$ cat src/sv/weighted_markov_step_select_defines.svh
// Assertion macros for the RTL file that carries checks (wmss_dp.sv).
// Each macro expects signals named clk and rst_n in the enclosing module.
`ifndef WEIGHTED_MARKOV_STEP_SELECT_DEFINES_SVH
`define WEIGHTED_MARKOV_STEP_SELECT_DEFINES_SVH

// Consequent must hold in the same cycle as the antecedent.
`define WMSS_ASSERT_NOW(lbl, ante, cons, msg) \
  lbl: assert property (@(posedge clk) disable iff (!rst_n) (ante) |-> (cons)) \
    else $error(msg);

// Consequent must hold in the cycle after the antecedent.
`define WMSS_ASSERT_NEXT(lbl, ante, cons, msg) \
  lbl: assert property (@(posedge clk) disable iff (!rst_n) (ante) |=> (cons)) \
    else $error(msg);

`endif

$ cat src/sv/wmss_pkg.sv
`timescale 1ns / 1ps

package wmss_pkg;

  // Default configuration.
  localparam int NODE_COUNT_DEF  = 16;
  localparam int WEIGHT_BITS_DEF = 8;
  localparam int RAND_BITS_DEF   = 16;

  // Fixed field widths of the channels.
  localparam int REQ_W    = 1;
  localparam int NODE_W   = 4;
  localparam int WEIGHT_W = 8;
  localparam int RAND_W   = 16;
  localparam int STEP_W   = 5;

  // Request codes.
  localparam logic [REQ_W-1:0] REQ_WRITE   = 1'b0;
  localparam logic [REQ_W-1:0] REQ_ADVANCE = 1'b1;

  // Step code reported when no step is active.
  localparam logic signed [STEP_W-1:0] NO_STEP = -5'sd1;

  // Microprogram addresses.
  typedef enum logic [3:0] {
    U_CLR,
    U_IDLE,
    U_DISP,
    U_WR,
    U_ADV,
    U_FIRST,
    U_SUM,
    U_SUM_END,
    U_MUL_LO,
    U_MUL_HI,
    U_ADD_HI,
    U_WALK,
    U_WALK_END,
    U_PICK,
    U_EMPTY,
    U_DONE
  } upc_t;

  // Datapath operations.
  typedef enum logic [3:0] {
    OP_NOP,
    OP_CLEAR,
    OP_IDLE,
    OP_WRITE,
    OP_ADV,
    OP_FIRST,
    OP_SUM_RD,
    OP_SUM_END,
    OP_MUL_LO,
    OP_MUL_HI,
    OP_ADD_HI,
    OP_WALK_RD,
    OP_WALK_END,
    OP_PICK,
    OP_EMPTY,
    OP_DONE
  } dp_op_t;

  // Jump conditions.
  typedef enum logic [2:0] {
    C_ALWAYS,
    C_IN_VALID,
    C_IS_WRITE,
    C_NO_ACTIVE,
    C_COL_MORE,
    C_CLR_MORE,
    C_SUM_ZERO,
    C_OUT_FREE
  } cond_t;

  // One control word of the microprogram.
  typedef struct packed {
    dp_op_t op;
    cond_t  cond;
    upc_t   jt;
    upc_t   jf;
  } ucode_t;

  // Datapath status seen by the sequencer.
  typedef struct packed {
    logic in_valid;
    logic is_write;
    logic no_active;
    logic col_more;
    logic clr_more;
    logic sum_zero;
    logic out_free;
  } st_t;

endpackage

$ cat src/sv/wmss_if.sv
`timescale 1ns / 1ps

interface wmss_in_if;
  logic                              valid;
  logic                              ready;
  logic [wmss_pkg::REQ_W-1:0]        req_type;
  logic [wmss_pkg::NODE_W-1:0]       src_node;
  logic [wmss_pkg::NODE_W-1:0]       dst_node;
  logic [wmss_pkg::WEIGHT_W-1:0]     edge_weight;
  logic [wmss_pkg::RAND_W-1:0]       rand_fraction;

  modport source (
    output valid, req_type, src_node, dst_node, edge_weight, rand_fraction,
    input  ready
  );
  modport sink (
    input  valid, req_type, src_node, dst_node, edge_weight, rand_fraction,
    output ready
  );
endinterface

interface wmss_out_if;
  logic                              valid;
  logic                              ready;
  logic signed [wmss_pkg::STEP_W-1:0] current_step;
  logic signed [wmss_pkg::STEP_W-1:0] prior_step;
  logic                              empty_row;

  modport source (
    output valid, current_step, prior_step, empty_row,
    input  ready
  );
  modport sink (
    input  valid, current_step, prior_step, empty_row,
    output ready
  );
endinterface

$ cat src/sv/wmss_mem.sv
`timescale 1ns / 1ps

module wmss_mem #(
  parameter int NODE_COUNT  = wmss_pkg::NODE_COUNT_DEF,
  parameter int WEIGHT_BITS = wmss_pkg::WEIGHT_BITS_DEF
) (
  input  logic                              clk,
  input  logic                              we,
  input  logic [2*$clog2(NODE_COUNT)-1:0]   waddr,
  input  logic [WEIGHT_BITS-1:0]            wdata,
  input  logic                              re,
  input  logic [2*$clog2(NODE_COUNT)-1:0]   raddr,
  output logic [WEIGHT_BITS-1:0]            rdata
);

  localparam int IW    = $clog2(NODE_COUNT);
  localparam int DEPTH = NODE_COUNT * (2 ** IW);

  // Row-major weights, address is {row, column}.
  logic [WEIGHT_BITS-1:0] mem_r [DEPTH];
  logic [WEIGHT_BITS-1:0] rdata_r;

  always_ff @(posedge clk) begin
    if (we) begin
      mem_r[waddr] <= wdata;
    end
  end

  always_ff @(posedge clk) begin
    if (re) begin
      rdata_r <= mem_r[raddr];
    end
  end

  assign rdata = rdata_r;

endmodule

$ cat src/sv/wmss_seq.sv
`timescale 1ns / 1ps

module wmss_seq (
  input  logic              clk,
  input  logic              rst_n,
  input  wmss_pkg::st_t     st,
  output wmss_pkg::dp_op_t  op
);

  wmss_pkg::upc_t   upc_r;
  wmss_pkg::upc_t   upc_nxt;
  wmss_pkg::ucode_t uc;
  logic             take;

  // The microprogram. Each word names a datapath operation, a jump condition
  // and the two successors.
  function automatic wmss_pkg::ucode_t rom(input wmss_pkg::upc_t a);
    wmss_pkg::ucode_t w;
    w = '{wmss_pkg::OP_NOP, wmss_pkg::C_ALWAYS, wmss_pkg::U_IDLE, wmss_pkg::U_IDLE};
    unique case (a)
      wmss_pkg::U_CLR:      w = '{wmss_pkg::OP_CLEAR, wmss_pkg::C_CLR_MORE,
                                  wmss_pkg::U_CLR, wmss_pkg::U_IDLE};
      wmss_pkg::U_IDLE:     w = '{wmss_pkg::OP_IDLE, wmss_pkg::C_IN_VALID,
                                  wmss_pkg::U_DISP, wmss_pkg::U_IDLE};
      wmss_pkg::U_DISP:     w = '{wmss_pkg::OP_NOP, wmss_pkg::C_IS_WRITE,
                                  wmss_pkg::U_WR, wmss_pkg::U_ADV};
      wmss_pkg::U_WR:       w = '{wmss_pkg::OP_WRITE, wmss_pkg::C_ALWAYS,
                                  wmss_pkg::U_DONE, wmss_pkg::U_DONE};
      wmss_pkg::U_ADV:      w = '{wmss_pkg::OP_ADV, wmss_pkg::C_NO_ACTIVE,
                                  wmss_pkg::U_FIRST, wmss_pkg::U_SUM};
      wmss_pkg::U_FIRST:    w = '{wmss_pkg::OP_FIRST, wmss_pkg::C_ALWAYS,
                                  wmss_pkg::U_DONE, wmss_pkg::U_DONE};
      wmss_pkg::U_SUM:      w = '{wmss_pkg::OP_SUM_RD, wmss_pkg::C_COL_MORE,
                                  wmss_pkg::U_SUM, wmss_pkg::U_SUM_END};
      wmss_pkg::U_SUM_END:  w = '{wmss_pkg::OP_SUM_END, wmss_pkg::C_ALWAYS,
                                  wmss_pkg::U_MUL_LO, wmss_pkg::U_MUL_LO};
      wmss_pkg::U_MUL_LO:   w = '{wmss_pkg::OP_MUL_LO, wmss_pkg::C_SUM_ZERO,
                                  wmss_pkg::U_EMPTY, wmss_pkg::U_MUL_HI};
      wmss_pkg::U_MUL_HI:   w = '{wmss_pkg::OP_MUL_HI, wmss_pkg::C_ALWAYS,
                                  wmss_pkg::U_ADD_HI, wmss_pkg::U_ADD_HI};
      wmss_pkg::U_ADD_HI:   w = '{wmss_pkg::OP_ADD_HI, wmss_pkg::C_ALWAYS,
                                  wmss_pkg::U_WALK, wmss_pkg::U_WALK};
      wmss_pkg::U_WALK:     w = '{wmss_pkg::OP_WALK_RD, wmss_pkg::C_COL_MORE,
                                  wmss_pkg::U_WALK, wmss_pkg::U_WALK_END};
      wmss_pkg::U_WALK_END: w = '{wmss_pkg::OP_WALK_END, wmss_pkg::C_ALWAYS,
                                  wmss_pkg::U_PICK, wmss_pkg::U_PICK};
      wmss_pkg::U_PICK:     w = '{wmss_pkg::OP_PICK, wmss_pkg::C_ALWAYS,
                                  wmss_pkg::U_DONE, wmss_pkg::U_DONE};
      wmss_pkg::U_EMPTY:    w = '{wmss_pkg::OP_EMPTY, wmss_pkg::C_ALWAYS,
                                  wmss_pkg::U_DONE, wmss_pkg::U_DONE};
      wmss_pkg::U_DONE:     w = '{wmss_pkg::OP_DONE, wmss_pkg::C_OUT_FREE,
                                  wmss_pkg::U_IDLE, wmss_pkg::U_DONE};
      default:              w = '{wmss_pkg::OP_NOP, wmss_pkg::C_ALWAYS,
                                  wmss_pkg::U_IDLE, wmss_pkg::U_IDLE};
    endcase
    return w;
  endfunction

  always_ff @(posedge clk) begin
    if (!rst_n) begin
      upc_r <= wmss_pkg::U_CLR;
    end else begin
      upc_r <= upc_nxt;
    end
  end

  always_comb begin
    uc = rom(upc_r);
    op = uc.op;
    unique case (uc.cond)
      wmss_pkg::C_ALWAYS:    take = 1'b1;
      wmss_pkg::C_IN_VALID:  take = st.in_valid;
      wmss_pkg::C_IS_WRITE:  take = st.is_write;
      wmss_pkg::C_NO_ACTIVE: take = st.no_active;
      wmss_pkg::C_COL_MORE:  take = st.col_more;
      wmss_pkg::C_CLR_MORE:  take = st.clr_more;
      wmss_pkg::C_SUM_ZERO:  take = st.sum_zero;
      wmss_pkg::C_OUT_FREE:  take = st.out_free;
      default:               take = 1'b1;
    endcase
    upc_nxt = take ? uc.jt : uc.jf;
  end

endmodule

$ cat src/sv/wmss_dp.sv
`timescale 1ns / 1ps
`include "weighted_markov_step_select_defines.svh"

module wmss_dp #(
  parameter int NODE_COUNT  = wmss_pkg::NODE_COUNT_DEF,
  parameter int WEIGHT_BITS = wmss_pkg::WEIGHT_BITS_DEF,
  parameter int RAND_BITS   = wmss_pkg::RAND_BITS_DEF
) (
  input  logic                                   clk,
  input  logic                                   rst_n,
  input  wmss_pkg::dp_op_t                       op,
  output wmss_pkg::st_t                          st,
  input  logic                                   in_valid,
  output logic                                   in_ready,
  input  logic [wmss_pkg::REQ_W-1:0]             in_req_type,
  input  logic [wmss_pkg::NODE_W-1:0]            in_src_node,
  input  logic [wmss_pkg::NODE_W-1:0]            in_dst_node,
  input  logic [wmss_pkg::WEIGHT_W-1:0]          in_edge_weight,
  input  logic [wmss_pkg::RAND_W-1:0]            in_rand_fraction,
  output logic                                   out_valid,
  input  logic                                   out_ready,
  output logic signed [wmss_pkg::STEP_W-1:0]     out_current_step,
  output logic signed [wmss_pkg::STEP_W-1:0]     out_prior_step,
  output logic                                   out_empty_row,
  output logic                                   mem_we,
  output logic [2*$clog2(NODE_COUNT)-1:0]        mem_waddr,
  output logic [WEIGHT_BITS-1:0]                 mem_wdata,
  output logic                                   mem_re,
  output logic [2*$clog2(NODE_COUNT)-1:0]        mem_raddr,
  input  logic [WEIGHT_BITS-1:0]                 mem_rdata
);

  localparam int IW     = $clog2(NODE_COUNT);
  localparam int SUM_W  = WEIGHT_BITS + IW;
  localparam int HALF   = (RAND_BITS + 1) / 2;
  localparam int PP_W   = HALF + SUM_W;
  localparam int PROD_W = RAND_BITS + SUM_W;
  localparam logic [IW-1:0] LAST = IW'(NODE_COUNT - 1);

  // Latched item.
  logic [wmss_pkg::REQ_W-1:0]  req_r;
  logic [wmss_pkg::NODE_W-1:0] src_r;
  logic [wmss_pkg::NODE_W-1:0] dst_r;
  logic [WEIGHT_BITS-1:0]      w_r;
  logic [RAND_BITS-1:0]        r_r;

  // Walk and arithmetic state.
  logic [IW-1:0]     row_r;
  logic [IW-1:0]     col_r;
  logic [IW-1:0]     rcol_r;
  logic              rv_r;
  logic [SUM_W-1:0]  sum_r;
  logic [PP_W-1:0]   pp_r;
  logic [PROD_W-1:0] prod_r;
  logic [SUM_W-1:0]  cum_r;
  logic [IW-1:0]     pick_r;
  logic              found_r;

  // Chain state.
  logic          act_v_r;
  logic [IW-1:0] act_idx_r;
  logic          prev_v_r;
  logic [IW-1:0] prev_idx_r;
  logic          empty_r;

  // Output register.
  logic                              out_valid_r;
  logic signed [wmss_pkg::STEP_W-1:0] out_cur_r;
  logic signed [wmss_pkg::STEP_W-1:0] out_prior_r;
  logic                              out_empty_r;

  logic              accept;
  logic              col_last;
  logic              row_last;
  logic              in_range;
  logic [31:0]       w_ext;
  logic [31:0]       r_ext;
  logic [31:0]       src_ext;
  logic [31:0]       dst_ext;
  logic [RAND_BITS-1:0] r_sh;
  logic [HALF-1:0]   mul_a;
  logic [PP_W-1:0]   mul_p;
  logic [PROD_W-1:0] prod_add;
  logic [SUM_W-1:0]  thr;
  logic [SUM_W-1:0]  cum_add;
  logic [SUM_W-1:0]  sum_add;
  logic              hit;

  function automatic logic [wmss_pkg::STEP_W-1:0] step_code(input logic v,
                                                          input logic [IW-1:0] idx);
    logic [31:0] ext;
    ext = 32'(idx);
    return v ? ext[wmss_pkg::STEP_W-1:0] : wmss_pkg::NO_STEP;
  endfunction

  assign in_ready = (op == wmss_pkg::OP_IDLE);
  assign accept   = in_valid && in_ready;
  assign col_last = (col_r == LAST);
  assign row_last = (row_r == LAST);

  assign w_ext    = 32'(in_edge_weight);
  assign r_ext    = 32'(in_rand_fraction);
  assign src_ext  = 32'(src_r);
  assign dst_ext  = 32'(dst_r);
  assign in_range = (src_ext < 32'(NODE_COUNT)) && (dst_ext < 32'(NODE_COUNT));

  // One multiplier, fed with the low or the high half of the random value.
  assign r_sh     = r_r >> HALF;
  assign mul_a    = (op == wmss_pkg::OP_MUL_HI) ? r_sh[HALF-1:0] : r_r[HALF-1:0];
  assign mul_p    = PP_W'(mul_a) * PP_W'(sum_r);
  assign prod_add = prod_r + (PROD_W'(pp_r) << HALF);
  assign thr      = prod_r[PROD_W-1:RAND_BITS];

  assign sum_add  = sum_r + SUM_W'(mem_rdata);
  assign cum_add  = cum_r + SUM_W'(mem_rdata);
  assign hit      = rv_r && !found_r && (cum_add > thr);

  assign mem_we    = (op == wmss_pkg::OP_CLEAR) || ((op == wmss_pkg::OP_WRITE) && in_range);
  assign mem_waddr = (op == wmss_pkg::OP_CLEAR) ? {row_r, col_r}
                                                : {src_ext[IW-1:0], dst_ext[IW-1:0]};
  assign mem_wdata = (op == wmss_pkg::OP_CLEAR) ? '0 : w_r;
  assign mem_re    = (op == wmss_pkg::OP_SUM_RD) || (op == wmss_pkg::OP_WALK_RD);
  assign mem_raddr = {row_r, col_r};

  always_comb begin
    st.in_valid  = in_valid;
    st.is_write  = (req_r == wmss_pkg::REQ_WRITE);
    st.no_active = !act_v_r;
    st.col_more  = !col_last;
    st.clr_more  = !(row_last && col_last);
    st.sum_zero  = (sum_r == '0);
    st.out_free  = !out_valid_r || out_ready;
  end

  // Control state.
  always_ff @(posedge clk) begin
    if (!rst_n) begin
      row_r       <= '0;
      col_r       <= '0;
      rv_r        <= 1'b0;
      act_v_r     <= 1'b0;
      prev_v_r    <= 1'b0;
      out_valid_r <= 1'b0;
    end else begin
      rv_r <= mem_re;
      unique case (op) inside
        wmss_pkg::OP_CLEAR: begin
          if (col_last) begin
            col_r <= '0;
            row_r <= row_r + 1'b1;
          end else begin
            col_r <= col_r + 1'b1;
          end
        end
        wmss_pkg::OP_ADV: begin
          prev_v_r <= act_v_r;
          row_r    <= act_idx_r;
          col_r    <= '0;
        end
        wmss_pkg::OP_FIRST: act_v_r <= 1'b1;
        wmss_pkg::OP_SUM_RD, wmss_pkg::OP_WALK_RD: col_r <= col_r + 1'b1;
        wmss_pkg::OP_ADD_HI: col_r <= '0;
        default: ;
      endcase
      if ((op == wmss_pkg::OP_DONE) && st.out_free) begin
        out_valid_r <= 1'b1;
      end else if (out_ready) begin
        out_valid_r <= 1'b0;
      end
    end
  end

  // Payload.
  always_ff @(posedge clk) begin
    rcol_r <= col_r;
    unique case (op) inside
      wmss_pkg::OP_IDLE: begin
        if (accept) begin
          req_r   <= in_req_type;
          src_r   <= in_src_node;
          dst_r   <= in_dst_node;
          w_r     <= w_ext[WEIGHT_BITS-1:0];
          r_r     <= r_ext[RAND_BITS-1:0];
          empty_r <= 1'b0;
        end
      end
      wmss_pkg::OP_ADV: begin
        prev_idx_r <= act_idx_r;
        sum_r      <= '0;
      end
      wmss_pkg::OP_FIRST: act_idx_r <= '0;
      wmss_pkg::OP_SUM_RD, wmss_pkg::OP_SUM_END: begin
        if (rv_r) begin
          sum_r <= sum_add;
        end
      end
      wmss_pkg::OP_MUL_LO: pp_r <= mul_p;
      wmss_pkg::OP_MUL_HI: begin
        pp_r   <= mul_p;
        prod_r <= PROD_W'(pp_r);
      end
      wmss_pkg::OP_ADD_HI: begin
        prod_r  <= prod_add;
        cum_r   <= '0;
        found_r <= 1'b0;
        pick_r  <= '0;
      end
      wmss_pkg::OP_WALK_RD, wmss_pkg::OP_WALK_END: begin
        if (rv_r) begin
          cum_r <= cum_add;
        end
        if (hit) begin
          found_r <= 1'b1;
          pick_r  <= rcol_r;
        end
      end
      wmss_pkg::OP_PICK: act_idx_r <= pick_r;
      wmss_pkg::OP_EMPTY: begin
        act_idx_r <= '0;
        empty_r   <= 1'b1;
      end
      wmss_pkg::OP_DONE: begin
        if (st.out_free) begin
          out_cur_r   <= step_code(act_v_r, act_idx_r);
          out_prior_r <= step_code(prev_v_r, prev_idx_r);
          out_empty_r <= empty_r;
        end
      end
      default: ;
    endcase
  end

  assign out_valid        = out_valid_r;
  assign out_current_step = out_cur_r;
  assign out_prior_step   = out_prior_r;
  assign out_empty_row    = out_empty_r;

  `WMSS_ASSERT_NOW(a_thr_below_sum, op == wmss_pkg::OP_WALK_RD, thr < sum_r, "threshold not below row sum")
  `WMSS_ASSERT_NOW(a_pick_found, op == wmss_pkg::OP_PICK, found_r, "row walk found no column")
  `WMSS_ASSERT_NOW(a_walk_total, op == wmss_pkg::OP_PICK, cum_r == sum_r, "walk total differs from row sum")
  `WMSS_ASSERT_NOW(a_empty_zero, op == wmss_pkg::OP_EMPTY, sum_r == '0, "empty fallback on nonzero row")

endmodule

$ cat src/sv/weighted_markov_step_select.sv
// Items are taken one at a time: the next only once the last result is in the output
// register. A write item stores its weight when both nodes are in range. An advance
// item makes two passes over the row through one memory read port, a sum and a walk;
// an empty row skips the walk. The first advance after reset makes neither pass. A
// synchronous reset clears the steps, then zeroes the memory with ready low.
`timescale 1ns / 1ps

module weighted_markov_step_select #(
  parameter int NODE_COUNT  = wmss_pkg::NODE_COUNT_DEF,
  parameter int WEIGHT_BITS = wmss_pkg::WEIGHT_BITS_DEF,
  parameter int RAND_BITS   = wmss_pkg::RAND_BITS_DEF
) (
  input logic        clk,
  input logic        rst_n,
  wmss_in_if.sink    in_ch,
  wmss_out_if.source out_ch
);

  localparam int AW = 2 * $clog2(NODE_COUNT);

  // The sequencer steps through a small microprogram; each control word
  // selects one datapath operation and a conditional jump. The datapath
  // holds the item, the chain state, the row sum, the scaled threshold and
  // the running total of the walk, plus the output register that lets a
  // finished result wait while the block goes back to idle.
  wmss_pkg::dp_op_t op;
  wmss_pkg::st_t    st;

  logic                   mem_we;
  logic [AW-1:0]          mem_waddr;
  logic [WEIGHT_BITS-1:0] mem_wdata;
  logic                   mem_re;
  logic [AW-1:0]          mem_raddr;
  logic [WEIGHT_BITS-1:0] mem_rdata;

  wmss_seq u_seq (
    .clk   (clk),
    .rst_n (rst_n),
    .st    (st),
    .op    (op)
  );

  // The transition weights live in a single-port-read, single-port-write
  // memory addressed by row and column. Its read data is registered, so the
  // summing and the walking passes each end with a drain step for the last read.
  wmss_mem #(
    .NODE_COUNT  (NODE_COUNT),
    .WEIGHT_BITS (WEIGHT_BITS)
  ) u_mem (
    .clk   (clk),
    .we    (mem_we),
    .waddr (mem_waddr),
    .wdata (mem_wdata),
    .re    (mem_re),
    .raddr (mem_raddr),
    .rdata (mem_rdata)
  );

  // The threshold is floor(r * sum / 2^RAND_BITS), built from two half-width
  // partial products so that no multiplier is wider than the row sum by half
  // of the random value. The walk then picks the first column whose running
  // total exceeds it; an empty row falls back to step 0 and flags it.
  wmss_dp #(
    .NODE_COUNT  (NODE_COUNT),
    .WEIGHT_BITS (WEIGHT_BITS),
    .RAND_BITS   (RAND_BITS)
  ) u_dp (
    .clk              (clk),
    .rst_n            (rst_n),
    .op               (op),
    .st               (st),
    .in_valid         (in_ch.valid),
    .in_ready         (in_ch.ready),
    .in_req_type      (in_ch.req_type),
    .in_src_node      (in_ch.src_node),
    .in_dst_node      (in_ch.dst_node),
    .in_edge_weight   (in_ch.edge_weight),
    .in_rand_fraction (in_ch.rand_fraction),
    .out_valid        (out_ch.valid),
    .out_ready        (out_ch.ready),
    .out_current_step (out_ch.current_step),
    .out_prior_step   (out_ch.prior_step),
    .out_empty_row    (out_ch.empty_row),
    .mem_we           (mem_we),
    .mem_waddr        (mem_waddr),
    .mem_wdata        (mem_wdata),
    .mem_re           (mem_re),
    .mem_raddr        (mem_raddr),
    .mem_rdata        (mem_rdata)
  );

endmodule
$ cat src/flat_wrapper.sv
// flat-port wrapper written by rule: the top's interface ports become plain ports
module weighted_markov_step_select_flat 
#(
  parameter int NODE_COUNT  = wmss_pkg::NODE_COUNT_DEF,
  parameter int WEIGHT_BITS = wmss_pkg::WEIGHT_BITS_DEF,
  parameter int RAND_BITS   = wmss_pkg::RAND_BITS_DEF
)
  (clk, rst_n, in_ch_valid, in_ch_req_type, in_ch_src_node, in_ch_dst_node, in_ch_edge_weight, in_ch_rand_fraction, in_ch_ready, out_ch_valid, out_ch_current_step, out_ch_prior_step, out_ch_empty_row, out_ch_ready);
  wmss_in_if in_ch_i ();
  wmss_out_if out_ch_i ();
  input logic clk;
  input logic rst_n;
  input wire logic [$bits(in_ch_i.valid)-1:0] in_ch_valid;
  input wire logic [$bits(in_ch_i.req_type)-1:0] in_ch_req_type;
  input wire logic [$bits(in_ch_i.src_node)-1:0] in_ch_src_node;
  input wire logic [$bits(in_ch_i.dst_node)-1:0] in_ch_dst_node;
  input wire logic [$bits(in_ch_i.edge_weight)-1:0] in_ch_edge_weight;
  input wire logic [$bits(in_ch_i.rand_fraction)-1:0] in_ch_rand_fraction;
  output wire logic [$bits(in_ch_i.ready)-1:0] in_ch_ready;
  output wire logic [$bits(out_ch_i.valid)-1:0] out_ch_valid;
  output wire logic [$bits(out_ch_i.current_step)-1:0] out_ch_current_step;
  output wire logic [$bits(out_ch_i.prior_step)-1:0] out_ch_prior_step;
  output wire logic [$bits(out_ch_i.empty_row)-1:0] out_ch_empty_row;
  input wire logic [$bits(out_ch_i.ready)-1:0] out_ch_ready;
  assign in_ch_i.valid = in_ch_valid;
  assign in_ch_i.req_type = in_ch_req_type;
  assign in_ch_i.src_node = in_ch_src_node;
  assign in_ch_i.dst_node = in_ch_dst_node;
  assign in_ch_i.edge_weight = in_ch_edge_weight;
  assign in_ch_i.rand_fraction = in_ch_rand_fraction;
  assign in_ch_ready = in_ch_i.ready;
  assign out_ch_valid = out_ch_i.valid;
  assign out_ch_current_step = out_ch_i.current_step;
  assign out_ch_prior_step = out_ch_i.prior_step;
  assign out_ch_empty_row = out_ch_i.empty_row;
  assign out_ch_i.ready = out_ch_ready;
  weighted_markov_step_select #(.NODE_COUNT(NODE_COUNT), .WEIGHT_BITS(WEIGHT_BITS), .RAND_BITS(RAND_BITS)) u_core (.clk(clk), .rst_n(rst_n), .in_ch(in_ch_i), .out_ch(out_ch_i));
endmodule
$ cat config.mk
export PLATFORM = sky130hd
export DESIGN_NAME = weighted_markov_step_select_flat
export DESIGN_NICKNAME = d
export VERILOG_FILES = /design/src/sv/wmss_pkg.sv /design/src/sv/wmss_if.sv /design/src/sv/wmss_mem.sv /design/src/sv/wmss_seq.sv /design/src/sv/wmss_dp.sv /design/src/sv/weighted_markov_step_select.sv /design/src/flat_wrapper.sv
export VERILOG_INCLUDE_DIRS = /design/src /design/src/sv
export SDC_FILE = /design/constraint.sdc
export NUM_CORES = 2
export LEC_CHECK = 0
export ABC_CLOCK_PERIOD_IN_PS = 13900
export BUFFER_PORTS_ARGS = -buffer_cell sky130_fd_sc_hd__buf_4
export CAP_MARGIN = 20
export CORE_UTILIZATION = 35
export DETAILED_ROUTE_END_ITERATION = 6
export GPL_ROUTABILITY_DRIVEN = 0
export PLACE_DENSITY = 0.55
export SYNTH_ARGS = -nofsm -noshare
export SYNTH_HDL_FRONTEND = slang
export SYNTH_HIERARCHICAL = 1
export SYNTH_SLANG_ARGS = --single-unit
$ cat constraint.sdc
create_clock -name clk -period 13.9 [get_ports clk]
set_input_delay 2.78 -clock clk [delete_from_list [all_inputs] [get_ports clk]]
set_output_delay 2.78 -clock clk [all_outputs]
set_load 0.02 [all_outputs]
==> summary.md <==
| Metric | Value |
|---|---|
| Power per standard cell area | 132 mW/mm^2 |
| Total I/O pin count | 50 |
| Maximum achievable frequency | 0.152 GHz |
| Most frequently used flop master after synthesis | sky130_fd_sc_hd__edfxtp_1 |
| Summed negative setup slack over all endpoints | 0 ns |
| Final Hold Fails | 0 |
| Largest net degree at the start of global routing | 189 |
| Setup Fix Bufs, Post-CTS | 0 |
| Number of instances in the synthesized netlist | 4806 |
| Number of slew-limit violations in the final report | 0 |
| Global route total overflow | 0 |
| Static Leak | 0.0332 uW |
| Filler Cells Inserted | 23.0k |
| Effective utilization at floorplan | 35.3% |
| #FFs+latches synth | 2209 |
| Total CTS buffers | 219 |
| Number of nets still failing antenna checks after routing | 0 |
| Status | completed |
| Final-report setup violation count | 0 |
| Critical path cell sequence | nand2b_1 > nor2_8 > mux2i_1 > nor2b_1 > fa_1 > fa_1 > fa_1 > inv_1 > fa_1 > inv_1 > ha_1 > nand4_1 > nor4_1 > nor3_1 > a21oi_1 > nand2b_1 > o311ai_1 |
| Worst EP arrival | 7.18 ns |
| Cell type with the highest aggregate area in the netlist | sky130_fd_sc_hd__edfxtp_1 |
| DIE AREA | 0.262 sq mm |
| Layout area overhead | 12.1% |
| Req. time, crit path | 14.50 ns |
| Insertion delay to the later sink of the worst-skew pair | 0.87 ns |
| # Max-Cap Violations | 0 |
| Kind of critical path | register to register |
| Most common cell in the netlist | sky130_fd_sc_hd__edfxtp_1 |
| TritonCTS Sinks | 2209 |
| DP HPWL | 142000 um |
| Max stage delay cell, worst path | sky130_fd_sc_hd__mux2i_1 |
| Library cell appearing most often on the critical path | sky130_fd_sc_hd__fa_1 |
| Standard-cell row count | 186 |
| Clock root buffer | sky130_fd_sc_hd__clkbuf_16 |
| RSZ-0062 raised after global routing | no |
| Iteration count of the initial detailed-routing pass | 7 |
| Number of design-rule violations left by the first detailed-router iteration | 5212 |
| Tcrit/Tclk final | 47.3% |
| Yosys synthesis warning count | 6 |
| Worst slew pin tran | 1.28 ns |
| Async set-or-reset flop fraction in the synthesized netlist | 0% |
| Cts hold-fix bufs | 0 |
| Total internal power | 10600 uW |
| Crit-path max FO | 21 |
| Floorplan die width | 511 um |
| Worst slew margin | 14.9% |
| Number of buffers inserted by port buffering | 49 |
| Number of placed cells counting well taps | 8067 |
| Final net count | 5107 |
| Share of Yosys cell area claimed by the top area cell type | 72.0% |
| Net Sw Frac | 21.2% |
| Sequential share of power | 53.8% |
| Floorplan core area | 0.257 sq mm |
| Register-to-register path setup slack | 7.32 ns |
| Post-route insts no fill | 8481 |
| Part of the power in the clock network | 42.7% |
| Path category of the worst min-delay check | register to register |
| Clock slew seen by the registers of the worst setup and hold paths | 0.06 ns |
| Top area cells in the synthesized netlist | sky130_fd_sc_hd__edfxtp_1 72%, sky130_fd_sc_hd__mux4_2 11%, sky130_fd_sc_hd__mux2i_1 1.7%, sky130_fd_sc_hd__nor2_1 1.4%, sky130_fd_sc_hd__fa_1 1.4% |
| H-Tree Depth | 4 |
| Vias in the first global route | 46.2k |
| Combinational Power Share | 3.5% |
| Minimum clock period | 6.58 ns |
| Fin Clk Skew | 0.0570 ns |
| Net load switching power | 2850 uW |
| Maximum VDD drop | 0.0938 mV |
| Share of final-layout standard cells stronger than drive strength 1 | 19.1% |
| Leading cell types by count after synthesis | 2178 x sky130_fd_sc_hd__edfxtp_1, 454 x sky130_fd_sc_hd__mux4_2, 347 x sky130_fd_sc_hd__nor2_1 |
| Netlist area before placement | 0.0908 sq mm |
| Global-route wire length before repair | 335000 um |
| Startpoint class of the critical path | register |
| Number of antenna violations at the first check in global routing | 11 |
| Number of vias per cell | 5.47 |
| Total routing usage reported by global routing | 17.5% |
| # DRC | 0 |
| Detailed-route via count | 46.4k |
| Die span in y | 511 um |
| CTS tree | built |
| Post-synthesis sequential area ratio | 72.7% |
| CTS max path bufs | 3 |
| Mapped Avg Cell Area | 18.9 sq um |
| Average wire per standard cell | 27.3 um |
| Wire length reported by the detailed router | 232000 um |
| FF+latch area | 0.0660 sq mm |
| Gates resized, CTS repair | 0 |
| Net count of the mapped netlist | 5002 |
| Number of distinct standard cells referenced by the synthesized netlist | 92 |
| Critical Path Sink Type | register |
| Number of enable-type register cells in the synthesized netlist | 2178 |
| Area used by multi-input combinational logic | 0.0228 sq mm |
| Delay contributed by the slowest stage of the critical path | 0.88 ns |
[power groups by stage]
stage | Sequential, uW | Clock (uW) | Combinational [uW]
finish | 7230 | 5730 | 476
global route | 7220 | 6100 | 499
CTS | 7230 | 5850 | 483
detailed placement | 7370 | 0 | 483
global placement | 7370 | 0 | 485
floorplan | 7360 | 0 | 329
[layout by cell type (no fill, tap or decap), drive strengths merged, types with 46 or more instances in the layout]
master	synthesis	routed
edfxtp	2178	2178
mux4	456	456
nor2	348	348
clkbuf	132	281
mux2i	157	157
buf	136	152
a21oi	145	145
a22oi	136	136
inv	126	136
nor2b	109	109
ha	96	96
clkinv	3	95
nand2	87	87
fa	63	63
nand3	52	52
o221ai	48	48
o21ai	48	48
nand2b	47	47
nor3	46	46
[through the flow]
stage | worst slack, ns | util (%) | instance area (sq um) | total power [uW] | hold slack [ns]
2_1_floorplan | 5.17 | - | 90800 | 7690 | 0.396
3_3_place_gp | 7.40 | 36.8 | 94800 | 7850 | 0.421
3_5_place_dp | 7.22 | 36.8 | 94800 | 7850 | 0.422
4_1_cts | 7.22 | 39.5 | 102000 | 13600 | 0.410
5_1_grt | 6.80 | 39.6 | 102000 | 13800 | 0.429
6_report | 7.32 | 39.6 | 102000 | 13400 | 0.418
[path summary, 6_finish.rpt]
check / cells past startpoint / to / startpoint
max: 17 / u_core/u_dp/pp_r[18] / u_core/u_seq/uc[14]
min: 0 / u_core/u_dp/out_empty_row / u_core/u_dp/empty_r
max reg2reg: 17 / u_core/u_dp/pp_r[18] / u_core/u_seq/uc[14]
min reg2reg: 0 / u_core/u_dp/out_empty_row / u_core/u_dp/empty_r
[kinds of logic after synthesis]
kind of cell             share of synthesized area (%)
XOR/XNOR                                         0.453
adder cells (fa/ha/maj)                           2.71
flip-flops                                        72.7
AO/OA/AOI/OAI                                     4.20
AND/OR/NAND/NOR                                   4.39
multiplexers                                      13.2
buffers and inverters                             2.34
[final cells by class]
| class | count | area share (%) |
|---|---|---|
| Inverter | 129 | 0.478 |
| Multi-Input combinational cell | 2200 | 22.4 |
| Clock inverter | 123 | 1.08 |
| Sequential cell | 2209 | 64.9 |
| Tap cell | 3384 | 4.16 |
| Timing Repair Buffer | 152 | 1.28 |
| Clock buffer | 281 | 5.69 |
| Antenna cell | 3 | 0.00737 |
[per-layer routing]
layer | vias up | wire length, um | global-route usage, %
met1 | 24761 | 101000 | 25.3
met4 | 0 | 5140 | 4.54
met3 | 282 | 16800 | 3.26
met5 | - | 0 | 0
li1 | 19645 | - | -
met2 | 1662 | 108000 | 27.1
[registers in the layout (all words and copies together), names as in the netlist, 5 cells and up]
| signal | cells |
|---|---|
| u_core/u_mem/mem_r | 2048 |
| u_core/u_dp/pp_r | 20 |
| u_core/u_dp/prod_r | 20 |
| u_core/u_dp/r_r | 16 |
| u_core/u_seq/uc | 15 |
| u_core/u_dp/cum_r | 12 |
| u_core/u_dp/sum_r | 12 |
| u_core/u_dp/w_r | 8 |
| u_core/u_mem/rdata | 8 |
| u_core/u_dp/out_current_step | 5 |
| u_core/u_dp/out_prior_step | 5 |
[critical path, delay by kind of cell, from the launching register on]
kind                       cells  cell delay [ns]
AOI/OAI and AO/OA              2             0.34
DFF                            1             0.78
and+or+nand+nor                7             1.68
buffers and inverters          2             0.10
adders and majority gates      5             2.52
muxes                          1             0.88
Power figures use the tool's default switching activity.
